## config.mk

```make
export PLATFORM = sky130hd
export DESIGN_NAME = piecewise_linear_count_to_pm
export DESIGN_NICKNAME = d
export VERILOG_FILES = /design/src/rtl/plcp_pkg.sv /design/src/rtl/plcp_front.sv /design/src/rtl/plcp_back.sv /design/src/rtl/piecewise_linear_count_to_pm.sv
export SDC_FILE = /design/constraint.sdc
export NUM_CORES = 1
export LEC_CHECK = 0
export ABC_AREA = 1
export BUFFER_PORTS_ARGS = -buffer_cell sky130_fd_sc_hd__buf_2
export CELL_PAD_IN_SITES_DETAIL_PLACEMENT = 0
export CELL_PAD_IN_SITES_GLOBAL_PLACEMENT = 2
export CORE_AREA = 2 2 275 209
export CTS_CLUSTER_DIAMETER = 30
export DETAILED_ROUTE_END_ITERATION = 10
export DIE_AREA = 0 0 277 211
export PLACE_DENSITY = 0.89
export SLEW_MARGIN = 0
export SYNTH_ARGS = -nofsm -noshare
export SYNTH_HDL_FRONTEND = slang
export SYNTH_SLANG_ARGS = --single-unit
```

## constraint.sdc

```tcl
create_clock -name clk -period 17.1 [get_ports clk]
set_clock_uncertainty 0.15 [all_clocks]
set_input_delay 1.71 -clock clk [delete_from_list [all_inputs] [get_ports clk]]
set_output_delay 1.71 -clock clk [all_outputs]
set_load 0.005 [all_outputs]
```

## src/rtl/plcp_pkg.sv

```systemverilog
// Shared types, constants and segment tables for the count/PM2.5 converter.
`timescale 1ns / 1ps

package plcp_pkg;

    // Field and table widths
    localparam int VAL_W     = 20;
    localparam int TAB_W     = 13;
    localparam int PROD_W    = VAL_W + TAB_W;
    localparam int SUM_W     = PROD_W + 1;
    localparam int BASE_W    = 17;
    localparam int TDATA_W   = 24;

    // Segment table
    localparam int TABLE_LEN    = 21;
    localparam int SEG_IDX_W    = $clog2(TABLE_LEN);
    localparam int SEGMENTS_DEF = 21;

    // Limits
    localparam logic [VAL_W-1:0] RESULT_MAX   = '1;
    localparam logic [VAL_W-1:0] MAX_CONC_RST = 20'd99999;

    // Input queue depth (power of two)
    localparam int Q_DEPTH = 2;

    // Request kinds
    localparam logic REQ_FWD = 1'b0;
    localparam logic REQ_INV = 1'b1;

    typedef logic [SEG_IDX_W-1:0] seg_idx_t;

    // Segment widths along the count axis
    localparam logic [TAB_W-1:0] SEG_DX [TABLE_LEN] = '{
        13'd1900, 13'd400,  13'd700,  13'd600,  13'd900,  13'd1800, 13'd1200,
        13'd2500, 13'd2300, 13'd4400, 13'd2300, 13'd2800, 13'd4400, 13'd4800,
        13'd4200, 13'd3600, 13'd6200, 13'd6800, 13'd6200, 13'd3000, 13'd3200
    };

    // Segment heights along the concentration axis
    localparam logic [TAB_W-1:0] SEG_DY [TABLE_LEN] = '{
        13'd7125, 13'd1258, 13'd2551, 13'd2187, 13'd2378, 13'd4000, 13'd2500,
        13'd5000, 13'd4000, 13'd6500, 13'd2500, 13'd1500, 13'd2254, 13'd1746,
        13'd2100, 13'd2064, 13'd2986, 13'd2776, 13'd3574, 13'd3000, 13'd4500
    };

    // One queued request
    typedef struct packed {
        logic             inv;
        logic [VAL_W-1:0] value;
    } item_t;

    // Queue head as seen by the back end
    typedef struct packed {
        logic  valid;
        item_t item;
    } q_head_t;

endpackage

```

## src/rtl/plcp_front.sv

```systemverilog
// Front end: accepts input items, decodes the request kind and queues them.
`timescale 1ns / 1ps

module plcp_front
(
    input  logic                          clk,
    input  logic                          rst_n,
    input  logic                          s_tvalid,
    output logic                          s_tready,
    input  logic [plcp_pkg::TDATA_W-1:0]  s_tdata,
    input  logic                          s_tuser,
    output plcp_pkg::q_head_t             head,
    input  logic                          pop
);

    localparam int QPW = $clog2(plcp_pkg::Q_DEPTH);
    localparam int QCW = $clog2(plcp_pkg::Q_DEPTH + 1);

    plcp_pkg::item_t  mem_reg [plcp_pkg::Q_DEPTH];
    logic [QPW-1:0]   wr_ptr_reg, wr_ptr_next;
    logic [QPW-1:0]   rd_ptr_reg, rd_ptr_next;
    logic [QCW-1:0]   count_reg, count_next;
    logic             push;
    plcp_pkg::item_t  in_item;

    // Classify the incoming item
    always_comb
    begin
        in_item.inv   = (s_tuser == plcp_pkg::REQ_INV);
        in_item.value = s_tdata[plcp_pkg::VAL_W-1:0];
    end

    assign s_tready = (count_reg != QCW'(plcp_pkg::Q_DEPTH));
    assign push     = s_tvalid && s_tready;

    // Queue pointers and fill count
    always_comb
    begin
        wr_ptr_next = push ? wr_ptr_reg + 1'b1 : wr_ptr_reg;
        rd_ptr_next = pop  ? rd_ptr_reg + 1'b1 : rd_ptr_reg;
        count_next  = count_reg;
        if (push && !pop)
        begin
            count_next = count_reg + 1'b1;
        end
        else if (pop && !push)
        begin
            count_next = count_reg - 1'b1;
        end
    end

    always_ff @(posedge clk or negedge rst_n)
    begin
        if (!rst_n)
        begin
            wr_ptr_reg <= '0;
            rd_ptr_reg <= '0;
            count_reg  <= '0;
        end
        else
        begin
            wr_ptr_reg <= wr_ptr_next;
            rd_ptr_reg <= rd_ptr_next;
            count_reg  <= count_next;
        end
    end

    // Queue storage
    always_ff @(posedge clk)
    begin
        if (push)
        begin
            mem_reg[wr_ptr_reg] <= in_item;
        end
    end

    assign head.valid = (count_reg != '0);
    assign head.item  = mem_reg[rd_ptr_reg];

`ifndef SYNTHESIS
    a_no_pop_empty: assert property (@(posedge clk) disable iff (!rst_n)
        pop |-> count_reg != '0)
        else $error("queue popped while empty");

    a_count_bound: assert property (@(posedge clk) disable iff (!rst_n)
        count_reg <= QCW'(plcp_pkg::Q_DEPTH))
        else $error("queue count overflow");
`endif

endmodule

```

## src/rtl/plcp_back.sv

```systemverilog
// Back end: segment walk, remainder scaling, serial divide, base add, saturation, output.
`timescale 1ns / 1ps

module plcp_back
#(
    parameter int SEGMENTS = plcp_pkg::SEGMENTS_DEF
)
(
    input  logic                          clk,
    input  logic                          rst_n,
    input  plcp_pkg::q_head_t             head,
    output logic                          pop,
    input  logic [plcp_pkg::VAL_W-1:0]    max_conc,
    output logic                          m_tvalid,
    input  logic                          m_tready,
    output logic [plcp_pkg::TDATA_W-1:0]  m_tdata,
    output logic                          m_tuser
);

    localparam int USED = (SEGMENTS > plcp_pkg::TABLE_LEN) ? plcp_pkg::TABLE_LEN : SEGMENTS;
    localparam int IW   = $clog2(USED);
    localparam int BCW  = $clog2(plcp_pkg::PROD_W);
    localparam int VW   = plcp_pkg::VAL_W;
    localparam int TW   = plcp_pkg::TAB_W;

    localparam logic [2:0] ST_IDLE = 3'd0;
    localparam logic [2:0] ST_WALK = 3'd1;
    localparam logic [2:0] ST_MUL  = 3'd2;
    localparam logic [2:0] ST_DIV  = 3'd3;
    localparam logic [2:0] ST_ADD  = 3'd4;
    localparam logic [2:0] ST_DONE = 3'd5;

    localparam logic [IW-1:0] LAST_IDX = IW'(USED - 1);

    logic [2:0]                    state_reg, state_next;
    logic                          inv_reg, inv_next;
    logic [IW-1:0]                 idx_reg, idx_next;
    logic [VW-1:0]                 rem_reg, rem_next;
    logic [plcp_pkg::BASE_W-1:0]   base_reg, base_next;
    logic [plcp_pkg::PROD_W-1:0]   prod_reg, prod_next;
    logic [TW-1:0]                 dvsr_reg, dvsr_next;
    logic [TW-1:0]                 prem_reg, prem_next;
    logic [BCW-1:0]                bcnt_reg, bcnt_next;
    logic [plcp_pkg::SUM_W-1:0]    sum_reg, sum_next;
    logic                          out_valid_reg, out_valid_next;
    logic [VW-1:0]                 res_reg, res_next;
    logic                          sat_reg, sat_next;

    plcp_pkg::seg_idx_t            tab_idx;
    logic [TW-1:0]                 run;
    logic [TW-1:0]                 rise;
    logic [TW:0]                   trial;
    logic                          qbit;
    logic [VW-1:0]                 limit;
    logic                          load_out;

    // Table lookup: run along the input axis, rise along the output axis
    assign tab_idx = plcp_pkg::seg_idx_t'(idx_reg);
    assign run     = inv_reg ? plcp_pkg::SEG_DY[tab_idx] : plcp_pkg::SEG_DX[tab_idx];
    assign rise    = inv_reg ? plcp_pkg::SEG_DX[tab_idx] : plcp_pkg::SEG_DY[tab_idx];

    // Restoring divide step
    assign trial = {prem_reg, prod_reg[plcp_pkg::PROD_W-1]};
    assign qbit  = (trial >= {1'b0, dvsr_reg});

    assign limit    = inv_reg ? plcp_pkg::RESULT_MAX : max_conc;
    assign load_out = (state_reg == ST_DONE) && (!out_valid_reg || m_tready);
    assign pop      = (state_reg == ST_IDLE) && head.valid;

    // Sequencer
    always_comb
    begin
        state_next = state_reg;
        inv_next   = inv_reg;
        idx_next   = idx_reg;
        rem_next   = rem_reg;
        base_next  = base_reg;
        prod_next  = prod_reg;
        dvsr_next  = dvsr_reg;
        prem_next  = prem_reg;
        bcnt_next  = bcnt_reg;
        sum_next   = sum_reg;
        res_next   = res_reg;
        sat_next   = sat_reg;
        case (state_reg)
            ST_IDLE:
            begin
                if (head.valid)
                begin
                    inv_next   = head.item.inv;
                    rem_next   = head.item.value;
                    idx_next   = '0;
                    base_next  = '0;
                    state_next = ST_WALK;
                end
            end
            ST_WALK:
            begin
                if (idx_reg == LAST_IDX || rem_reg < VW'(run))
                begin
                    state_next = ST_MUL;
                end
                else
                begin
                    rem_next  = rem_reg - VW'(run);
                    base_next = base_reg + plcp_pkg::BASE_W'(rise);
                    idx_next  = idx_reg + 1'b1;
                end
            end
            ST_MUL:
            begin
                prod_next  = plcp_pkg::PROD_W'(rem_reg) * plcp_pkg::PROD_W'(rise);
                dvsr_next  = run;
                prem_next  = '0;
                bcnt_next  = '0;
                state_next = ST_DIV;
            end
            ST_DIV:
            begin
                prem_next = qbit ? TW'(trial - {1'b0, dvsr_reg}) : trial[TW-1:0];
                prod_next = {prod_reg[plcp_pkg::PROD_W-2:0], qbit};
                bcnt_next = bcnt_reg + 1'b1;
                if (bcnt_reg == BCW'(plcp_pkg::PROD_W - 1))
                begin
                    state_next = ST_ADD;
                end
            end
            ST_ADD:
            begin
                sum_next   = plcp_pkg::SUM_W'(base_reg) + plcp_pkg::SUM_W'(prod_next);
                sum_next   = plcp_pkg::SUM_W'(base_reg) + plcp_pkg::SUM_W'(prod_reg);
                state_next = ST_DONE;
            end
            ST_DONE:
            begin
                if (load_out)
                begin
                    if (sum_reg > plcp_pkg::SUM_W'(limit))
                    begin
                        res_next = limit;
                        sat_next = 1'b1;
                    end
                    else
                    begin
                        res_next = sum_reg[VW-1:0];
                        sat_next = 1'b0;
                    end
                    state_next = ST_IDLE;
                end
            end
            default:
            begin
                state_next = ST_IDLE;
            end
        endcase
    end

    // Output slot
    always_comb
    begin
        out_valid_next = out_valid_reg;
        if (load_out)
        begin
            out_valid_next = 1'b1;
        end
        else if (out_valid_reg && m_tready)
        begin
            out_valid_next = 1'b0;
        end
    end

    always_ff @(posedge clk or negedge rst_n)
    begin
        if (!rst_n)
        begin
            state_reg     <= ST_IDLE;
            out_valid_reg <= 1'b0;
        end
        else
        begin
            state_reg     <= state_next;
            out_valid_reg <= out_valid_next;
        end
    end

    always_ff @(posedge clk)
    begin
        inv_reg  <= inv_next;
        idx_reg  <= idx_next;
        rem_reg  <= rem_next;
        base_reg <= base_next;
        prod_reg <= prod_next;
        dvsr_reg <= dvsr_next;
        prem_reg <= prem_next;
        bcnt_reg <= bcnt_next;
        sum_reg  <= sum_next;
        res_reg  <= res_next;
        sat_reg  <= sat_next;
    end

    assign m_tvalid = out_valid_reg;
    assign m_tdata  = plcp_pkg::TDATA_W'(res_reg);
    assign m_tuser  = sat_reg;

`ifndef SYNTHESIS
    a_pop_idle: assert property (@(posedge clk) disable iff (!rst_n)
        pop |-> state_reg == ST_IDLE)
        else $error("queue popped while busy");

    a_idx_bound: assert property (@(posedge clk) disable iff (!rst_n)
        state_reg == ST_WALK |-> idx_reg <= LAST_IDX)
        else $error("segment index past last used segment");

    a_sat_value: assert property (@(posedge clk) disable iff (!rst_n)
        (out_valid_reg && sat_reg) |-> (res_reg == plcp_pkg::RESULT_MAX || res_reg == max_conc))
        else $error("saturated result not at a limit");

    a_prem_bound: assert property (@(posedge clk) disable iff (!rst_n)
        state_reg == ST_ADD |-> prem_reg < dvsr_reg)
        else $error("divider remainder not below divisor");
`endif

endmodule

```

## src/rtl/piecewise_linear_count_to_pm.sv

```systemverilog
// Top level: count/PM2.5 piecewise-linear converter with saturation register.
//
//  channel | direction | handshake          | payload
//  s_      | in        | s_tvalid/s_tready  | tdata[19:0] value, tuser req_type
//  m_      | out       | m_tvalid/m_tready  | tdata[19:0] result, tuser saturated
//  cfg_    | in        | cfg_valid/cfg_ready| cfg_data[19:0] max_concentration
//
// An item walks k segments from the queue head, k = 1..SEGMENTS (at most 21), one segment per
// cycle; its remainder is then scaled and run through the 33-step serial divider.
// Reset (rst_n, async low) empties the queue and output slot; max_concentration -> 99999.
// Input queue holds two items; a finished result waits in the output register while the
// next item is worked on, and the back end holds its last step only while that register
// is still full.
`timescale 1ns / 1ps

module piecewise_linear_count_to_pm
#(
    parameter int SEGMENTS = plcp_pkg::SEGMENTS_DEF
)
(
    input  logic                          clk,
    input  logic                          rst_n,
    // s_tdata: value[19:0]; s_tuser: req_type
    input  logic                          s_tvalid,
    output logic                          s_tready,
    input  logic [plcp_pkg::TDATA_W-1:0]  s_tdata,
    input  logic                          s_tuser,
    // m_tdata: result[19:0]; m_tuser: saturated
    output logic                          m_tvalid,
    input  logic                          m_tready,
    output logic [plcp_pkg::TDATA_W-1:0]  m_tdata,
    output logic                          m_tuser,
    // cfg_data: max_concentration
    input  logic                          cfg_valid,
    output logic                          cfg_ready,
    input  logic [plcp_pkg::VAL_W-1:0]    cfg_data
);

    plcp_pkg::q_head_t              head;
    logic                           pop;
    logic [plcp_pkg::VAL_W-1:0]     max_conc_reg, max_conc_next;

    // Saturation limit register
    assign cfg_ready     = 1'b1;
    assign max_conc_next = (cfg_valid && cfg_ready) ? cfg_data : max_conc_reg;

    always_ff @(posedge clk or negedge rst_n)
    begin
        if (!rst_n)
        begin
            max_conc_reg <= plcp_pkg::MAX_CONC_RST;
        end
        else
        begin
            max_conc_reg <= max_conc_next;
        end
    end

    plcp_front u_front
    (
        .clk      (clk),
        .rst_n    (rst_n),
        .s_tvalid (s_tvalid),
        .s_tready (s_tready),
        .s_tdata  (s_tdata),
        .s_tuser  (s_tuser),
        .head     (head),
        .pop      (pop)
    );

    plcp_back
    #(
        .SEGMENTS (SEGMENTS)
    )
    u_back
    (
        .clk      (clk),
        .rst_n    (rst_n),
        .head     (head),
        .pop      (pop),
        .max_conc (max_conc_reg),
        .m_tvalid (m_tvalid),
        .m_tready (m_tready),
        .m_tdata  (m_tdata),
        .m_tuser  (m_tuser)
    );

endmodule
```

==> impl_metrics.yaml, run 1 <==
yosys:
  ys_ff_latch: 233
  synth_edf_count: 205
  syn_area_um2: 23200
  synth.area.top_cells: "edfxtp_1 27%, fa_1 17%, nand2_1 13%, ha_1 9.0%, inv_1 8.6%"
  synth_common_cells: "808 x nand2_1, 532 x inv_1, 318 x nor2_1"
  yosysMostFrequentCell: "nand2_1"
  syn_avg_cell_area_um2: 7.89
  synth_ff_type: "edfxtp_1"
  seq_area_frac_synth_pct: 29.7
  synth_warnings: 0
  yosysTopAreaCellShare_pct: 26.6
  synthArstFlopShare_pct: 12.0
  synth_cell_types: 53
  yosys.area.top_type: "edfxtp_1"
  syn_inst: 2936
worst_setup_path:
  path_buf_inv: 6
  crit_fanout: 19
  worstPathRequired_ns: 17.29
  cpMaxStageDelayCell: "o21ai_1"
  cp-start-kind: "flip-flop"
  max_stage_delay_ns: 0.76
  worstSetupPathType: "reg2reg"
  endpoint_kind: "flip-flop"
  cp_top_family: "adder cells"
  worst_ep_arrival_time_ns: 8.22
routing:
  routedWlPerCell_um: 17.3
  dr.pass1.iters: 5
  ant_nets: 0
  vias: 19300
  routed_wl_um: 65600
  avgViaCountPerCell: 5.09
  drc: 0
  drt-initial-drc-count: 1398
clock_tree:
  post_cts_resized: 0
  post-cts-setup-buffers: 0
  clkTransAtPathRegs_ns: 0.05
  tritoncts: "done"
  clk_path_buf_depth: 3
  cts_max_level: 2
  cts_buffers: 59
  clk_latency_ns: 0.62
  cts.sinks: 233
  ctsHoldBuffers: 0
  clockRootBuffer: "clkbuf_16"
layout:
  multi_input_area_um2: 13900
  drive_above_1_share_pct: 9.00
  num_antenna_cells: 0
  largest_reg_flops: 42
  final-seq-area_um2: 6870
  syn_to_final_growth_pct: 13.5
  fillers: 5458
  final_nets: 3423
grt:
  grt_pass1_vias: 19400
  grt_max_degree: 54
  antenna_found_initial: 1
  grt_first_pass_wirelength_um: 108000
  grt_usage_pct: 23.4
  grt-ovfl-total: 0
die:
  die-area_um2: 58400
  ios: 78
  row_count: 75
  coreArea_um2: 55600
  die-height_um: 211
  start_util_pct: 41.7
  dieWidth_um: 277
worst_hold_path:
  hold_path.class: "reg2reg"
sta:
  fin_crit_sh_pct: 47.0
  setup_tns_ns: 0
  rsz0062_at_grt: "false"
  report.final.slew_viol_count: 0
  slew_headroom_pct: 19.9
  tightest_slew_ns: 1.20
  fin_crit_ns: 8.03
  hold_violations: 0
  fmax_mhz: 125
  finalSetupViolations: 0
job:
  drv_cap: 0
placement:
  dp_hpwl_um: 51700
  place.gp.congestion: 0.905
  io_buffers: 68
outcome:
  status: "finished clean"
-- metal layers --
metal / wire [µm] / GRT usage, %
met1: 32100 / 34.3
met2: 27600 / 35.5
met3: 4740 / 4.72
met4: 1250 / 5.68
met5: 11 / 0
-- worst paths after layout --
kind	from	endpoint	slack, ns	cells past startpoint
max in group asynchronous	rst_n	u_front.count_reg[1]	15.17	1
worst min register to register	max_conc_reg[0]	max_conc_reg[0]	0.35	2
worst min-delay path	max_conc_reg[0]	max_conc_reg[0]	0.35	2
worst max-delay path	u_back.idx_reg[0]	u_back.prod_reg[23]	9.07	26
min in group asynchronous	rst_n	u_front.wr_ptr_reg	1.07	1
worst max register to register	u_back.idx_reg[0]	u_back.prod_reg[23]	9.07	26
-- metrics by stage --
stage / worst slack (ns) / instances / cell area (µm²) / hold slack, ns / util (%)
after floorplan: 10.99 / 2939 / 23200 / 0.310 / -
after global placement: 9.20 / 3675 / 24200 / 0.328 / 43.6
after detailed placement: 9.16 / 3675 / 24200 / 0.337 / 43.6
after CTS: 9.10 / 3786 / 26300 / 0.347 / 47.3
after global routing: 8.61 / 3786 / 26300 / 0.371 / 47.3
final: 9.07 / 3786 / 26300 / 0.348 / 47.3
-- cells by family (layout without fill, tap and decap cells) --
kind of cell | after synthesis | after routing | share of synthesized area [%]
simple gates | 1384 | 1384 | 24.5
xor+xnor | 50 | 50 | 1.89
mux | 20 | 20 | 0.967
buf+inv | 626 | 742 | 10.4
fa+ha+maj | 368 | 368 | 26.4
compound gates | 253 | 253 | 6.09
flops | 233 | 233 | 29.7
other cells | 2 | 5 | 0.0324
-- worst register-to-register path, stage by stage, from the launching register on --
cell,delay (ns)
edfxtp_1,0.62
inv_1,0.25
ha_1,0.43
nand2_2,0.14
a21oi_1,0.20
a211oi_1,0.09
o21ai_1,0.76
inv_2,0.47
nand2_1,0.26
fa_1,0.44
fa_1,0.52
inv_1,0.05
fa_1,0.49
fa_1,0.54
inv_1,0.05
fa_1,0.52
inv_1,0.04
ha_1,0.41
nand2_1,0.11
inv_1,0.09
nand2_1,0.07
nor3_1,0.48
nand4_1,0.23
nand3_1,0.15
nand2_1,0.06
nand3_1,0.10
nand2_1,0.06
-- layout by cell type (no fill, tap or decap), types with 11 or more instances in the layout --
cell type,count
nand3_1,153
o21ai_1,19
or2_2,14
xor2_1,27
nor3_1,21
mux2_2,19
nand4_1,23
clkbuf_16,60
inv_2,17
xnor2_1,23
dfrtp_1,18
buf_4,11
o21ai_0,77
nor2_2,15
nand3b_1,18
ha_1,166
inv_1,532
edfxtp_1,205
buf_2,68
fa_1,202
clkinv_2,11
nand2_1,807
a21oi_1,107
nor2_1,313
-- cell type report --
type                       instances  share of cell area (%)
inverter                         552                    7.88
clock inverter                    51                    2.21
sequential                       233                    26.1
multi-input combinational       2080                    53.0
clock buffer                      60                    5.71
tap                              731                    3.48
timing repair buffer              79                    1.61
Power of run 1 is not shown: default switching activity piles up to over one toggle a cycle in this logic, so the estimate is an artifact.
==> run 2, diff against run 1 <==
CORE_AREA = 2 2 285 217   (was 2 2 275 209)
DIE_AREA = 0 0 287 219   (was 0 0 277 211)
PLACE_DENSITY = 0.84   (was 0.89)
clock period = 7.8 ns   (was 17.1 ns; I/O delays follow)
==> run 2 against run 1 <==
Net effect:
- design area grew 0.24%
- sequential share of layout area decreased by 0.063 points
- routed wire length grew 0.74%
- worst setup slack worse by 8.5 ns
- clock-buffer cell count grew 8
- fmax grew 11%
- global-route usage fell by 1.4 points
- cell count is 2.3% higher
- non-clock buffer count increased by 19
- utilization fell by 3.3 points
==> impl_metrics.yaml, run 2 (synthesis results as in run 1) <==
layout:
  syn_to_final_growth_pct: 13.8
  fillers: 6069
  multi_input_area_um2: 13900
  final_nets: 3442
  final_common_cell: "nand2_1"
  largest_reg_flops: 42
  drive_above_1_share_pct: 9.28
  num_antenna_cells: 0
  finalNonFillerCells: 3872
  final_cell_mix: "806 x nand2_1, 532 x inv_1, 313 x nor2_1"
  final-seq-area_um2: 6870
die:
  start_util_pct: 38.6
  ios: 78
  coreArea_um2: 59900
  die-area_um2: 62900
  dieWidth_um: 287
  row_count: 78
  die-height_um: 219
routing:
  routed_wl_um: 66100
  ant_nets: 0
  dr.pass1.iters: 5
  drt-initial-drc-count: 1406
  routedWlPerCell_um: 17.1
  vias: 19200
  avgViaCountPerCell: 4.96
  drc: 0
sta:
  tightest_slew_ns: 1.23
  report.final.slew_viol_count: 0
  rsz0062_at_grt: "false"
  fmax_mhz: 138
  slew_headroom_pct: 17.5
  finalSetupViolations: 0
  setup_tns_ns: 0
  fin_crit_ns: 7.26
  fin_crit_sh_pct: 93.1
  hold_violations: 0
placement:
  dp_hpwl_um: 52700
  io_buffers: 68
  place_inst: 3760
  place.gp.congestion: 0.890
worst_hold_path:
  hold_path.class: "in2async"
clock_tree:
  cts.sinks: 233
  ctsHoldBuffers: 0
  cts_buffers: 59
  clockRootBuffer: "clkbuf_16"
  clkTransAtPathRegs_ns: 0.05
  clk_path_buf_depth: 3
  clk_latency_ns: 0.63
  cts_max_level: 2
  tritoncts: "done"
worst_setup_path:
  worstSetupPathType: "reg2reg"
  worst_ep_arrival_time_ns: 7.41
  crit_fanout: 16
  endpoint_kind: "flip-flop"
  worstPathRequired_ns: 7.95
  cp-start-kind: "flip-flop"
job:
  drv_cap: 0
outcome:
  status: "finished clean"
grt:
  grt-ovfl-total: 0
  grt_first_pass_wirelength_um: 109000
  antenna_found_initial: 2
  grt_usage_pct: 22.0
  grt_max_degree: 53
  grt_pass1_vias: 19700
run 2: path summary, 6_finish.rpt:
kind                                      startpoint                endpoint  slack, ns  cells after the start
worst min-delay path                           rst_n        max_conc_reg[12]        0.1                      1
max in group asynchronous                      rst_n    u_front.count_reg[1]       6.80                      1
worst max-delay path               u_back.idx_reg[1]     u_back.prod_reg[22]       0.54                     26
worst max register to register     u_back.idx_reg[1]     u_back.prod_reg[22]       0.54                     26
min in group clk                         s_tdata[17]  u_front.mem_reg[0][17]       0.21                      1
worst min register to register  u_front.count_reg[0]    u_front.count_reg[0]       0.35                      1
run 2: critical path, stage by stage, from the launching register on:
cell	delay [ns]
edfxtp_1	0.53
inv_1	0.18
ha_1	0.25
nor2_1	0.32
nor2_1	0.08
a211oi_1	0.38
o21ai_1	0.15
inv_2	0.39
nand2_1	0.15
fa_1	0.52
fa_1	0.52
inv_1	0.05
fa_1	0.47
fa_1	0.55
inv_1	0.06
fa_1	0.58
inv_1	0.05
ha_1	0.36
nand2_1	0.13
nor2_1	0.16
inv_1	0.10
nor2_1	0.30
nand4_1	0.18
nand3_1	0.12
nand2_1	0.05
nand3_1	0.07
o21ai_0	0.08
run 2: layer usage:
metal / vias up / track usage [%] / wire length (µm)
li1: 9383 / - / -
met1: 9268 / 33.1 / 33100
met2: 499 / 33.0 / 27400
met3: 69 / 3.73 / 4570
met4: 0 / 4.90 / 1020
met5: - / 0 / 0
run 2: timing repair:
item	4_1_cts	5_1_grt
setup buffers	0	3
setup endpoints to repair	0	5
resized for setup	0	3
run 2: final cells by class:
type | instances | area share (%)
clock buffers | 68 | 5.81
multi-input cells | 2080 | 52.8
clock inverters | 41 | 1.47
well taps | 800 | 3.80
flip-flops and latches | 233 | 26.1
repair buffers | 98 | 2.15
inverters | 552 | 7.87
run 2: per-stage QoR:
| stage | hold slack (ns) | setup slack, ns | utilization [%] | cell area (µm²) |
|---|---|---|---|---|
| after global routing | 0.123 | 0.0514 | 44.0 | 26300 |
| after floorplan | 0.310 | 1.69 | - | 23200 |
| final | 0.0957 | 0.536 | 44.0 | 26300 |
| after CTS | 0.0928 | 0.446 | 43.9 | 26300 |
| after detailed placement | 0.346 | 0.510 | 40.7 | 24400 |
| after global placement | 0.327 | 0.552 | 40.7 | 24400 |
Power of run 2 is left out for the same reason.
==> run 3, diff against run 2 <==
ABC_AREA = default   (was 1)
CORE_AREA = 2 2 269 204   (was 2 2 285 217)
DIE_AREA = 0 0 271 206   (was 0 0 287 219)
==> run 3 against run 2 <==
Net effect:
- cell count shrank 18%
- via count shrank 15%
- critical path depth grew 2
- global-route usage shrank 0.62 points
- critical endpoint is now u_back.prod_reg[32]
==> impl_metrics.yaml, run 3 <==
layout:
  fin_area_um2: 25700
  finalNonFillerCells: 3186
  final_nets: 2838
  final_cell_mix: "349 x inv_1, 256 x nand2_1, 205 x edfxtp_1"
  fin_util_pct: 48.0
  drive_above_1_share_pct: 14.1
  largest_reg_flops: 42
  syn_to_final_growth_pct: 16.0
  final_common_cell: "inv_1"
  num_antenna_cells: 0
worst_setup_path:
  path_buf_inv: 9
  reg2reg_from: "u_back.idx_reg[0]"
  cpMaxStageDelayCell: "fa_1"
  path_common_cell: "inv_1"
  worstPathRequired_ns: 7.97
  ff2ff_setup_slack_ns: 0.37
  worstRegToRegCells: 28
  crit_fanout: 21
  reg2reg_to: "u_back.prod_reg[32]"
  endpoint_kind: "flip-flop"
  cp-start-kind: "flip-flop"
  worst_ep_arrival_time_ns: 7.60
  worstSetupPathType: "reg2reg"
  max_stage_delay_ns: 0.57
  cp_top_family: "adder cells"
clock_tree:
  cts_max_level: 2
  clk_path_buf_depth: 3
  tritoncts: "done"
  clockRootBuffer: "clkbuf_16"
  clkTransAtPathRegs_ns: 0.05
  ctsHoldBuffers: 0
  cts_buffers: 53
  clk_latency_ns: 0.59
  cts.sinks: 233
routing:
  routed_wl_um: 57400
  routedWlPerCell_um: 18.0
  ant_nets: 0
  dr.pass1.iters: 5
  avgViaCountPerCell: 5.15
  drt-initial-drc-count: 989
  vias: 16400
  drc: 0
worst_hold_path:
  hold_path.class: "in2async"
sta:
  fmax_mhz: 135
  fin_crit_ns: 7.43
  tightest_slew_ns: 1.22
  report.final.slew_viol_count: 0
  hold_violations: 0
  slew_headroom_pct: 18.4
  finalSetupViolations: 0
  setup_tns_ns: 0
  fin_crit_sh_pct: 95.3
grt:
  grt-ovfl-total: 0
  grt_use_met1_pct: 30.6
  grt_first_pass_wirelength_um: 93600
  grt_pass1_vias: 16900
  met3_usage_pct: 3.67
  grtUsageMet2_pct: 33.7
  grt_busiest_layer: "met2"
  grt_max_degree: 55
  grt_usage_pct: 21.4
  antenna_found_initial: 0
placement:
  place_inst: 3086
  dp_hpwl_um: 44000
  place.gp.congestion: 0.879
  post_dp_cell_area_um2: 23800
  io_buffers: 68
yosys:
  synth_warnings: 0
  synthArstFlopShare_pct: 12.0
  yosys.area.top_type: "edfxtp_1"
  synth_common_cells: "350 x inv_1, 258 x nand2_1, 205 x edfxtp_1"
  ys_ff_latch: 233
  yosysTopAreaCellShare_pct: 27.8
  synth_cell_types: 85
  syn_area_um2: 22200
  seq_area_frac_synth_pct: 31.0
  yosysMostFrequentCell: "inv_1"
  syn_inst: 2307
  synth_ff_type: "edfxtp_1"
  synth.area.top_cells: "edfxtp_1 28%, fa_1 18%, ha_1 9.4%, inv_1 5.9%, nand2_1 4.4%"
  syn_avg_cell_area_um2: 9.61
  synth_edf_count: 205
die:
  ios: 78
  row_count: 74
  coreArea_um2: 53600
  die-area_um2: 55800
  die-height_um: 206
  start_util_pct: 41.4
  dieWidth_um: 271
power:
  powerDensity_nw_per_um2: 152
  p_leak_uw: 0.0118
  peakVddDrop_mv: 0.236
  p_total_uw: 3900
outcome:
  status: "finished clean"
job:
  drv_cap: 0
-- run 3: worst max-delay path by stage --
stage	depth (start not counted)	slack (ns)	from	endpoint
finish	28	0.37	u_back.idx_reg[0]	u_back.prod_reg[32]
global placement	28	0.17	u_back.idx_reg[0]	u_back.prod_reg[30]
global route	28	-0.02	u_back.idx_reg[0]	u_back.prod_reg[30]
CTS	28	0.10	u_back.idx_reg[0]	u_back.prod_reg[30]
floorplan	27	0.51	u_back.idx_reg[0]	u_back.prod_reg[31]
detailed placement	28	0.09	u_back.idx_reg[0]	u_back.prod_reg[30]
-- run 3: cell type report --
cell class                 instances  area [µm²]
clock buffer                      63        1420
clock inverter                    36         453
fill                            5017       27900
inverter                         351        1320
multi-input combinational       1621       13700
sequential                       233        6870
tap                              722         903
timing repair buffer             160        1080
-- run 3: through the flow --
step	hold WS [ns]	worst slack, ns
after floorplan	0.311	0.512
after global placement	0.329	0.168
after detailed placement	0.338	0.0927
after CTS	0.133	0.102
after global routing	0.177	-0.0163
final	0.123	0.368
-- run 3: where the power goes --
group | total, µW | switching [µW] | internal [µW]
Clock | 2290 | 760 | 1530
Combinational | 138 | 78.8 | 59.5
Sequential | 1470 | 34.3 | 1440
Total | 3900 | 873 | 3030
-- run 3: cells by family (layout without fill, tap and decap cells) --
group | count (synthesis) | count (layout) | synth area share (%)
AO/OA/AOI/OAI | 366 | 366 | 10.7
multiplexers | 79 | 79 | 3.82
flip-flops | 233 | 233 | 31.0
AND/OR/NAND/NOR | 713 | 713 | 15.4
XOR/XNOR | 90 | 90 | 3.55
buffers and inverters | 456 | 610 | 7.92
other | 2 | 5 | 0.0339
adder cells (fa/ha/maj) | 368 | 368 | 27.6
-- run 3: layer usage --
layer / wire (µm) / up-vias
met5: 0 / -
met4: 1100 / 0
met3: 3370 / 77
met2: 25200 / 393
met1: 27700 / 8021
li1: - / 7902
-- run 3: timing repair --
action / CTS / global route
buffers inserted: 0 / 1
endpoints found under the setup margin: 0 / 11
resized for setup: 0 / 20
-- run 3: worst reg2reg max path: cells and delay by family, from the launching register on --
kind / cells / cell delay, ns
adder cells (fa/ha/maj): 7 / 3.31
AND/OR/NAND/NOR: 2 / 0.30
XOR/XNOR: 1 / 0.14
buffers and inverters: 9 / 0.99
flip-flops: 1 / 0.36
multiplexers: 2 / 0.63
AO/OA/AOI/OAI: 7 / 1.30
Note: power is estimated with default switching activity, not from simulation.
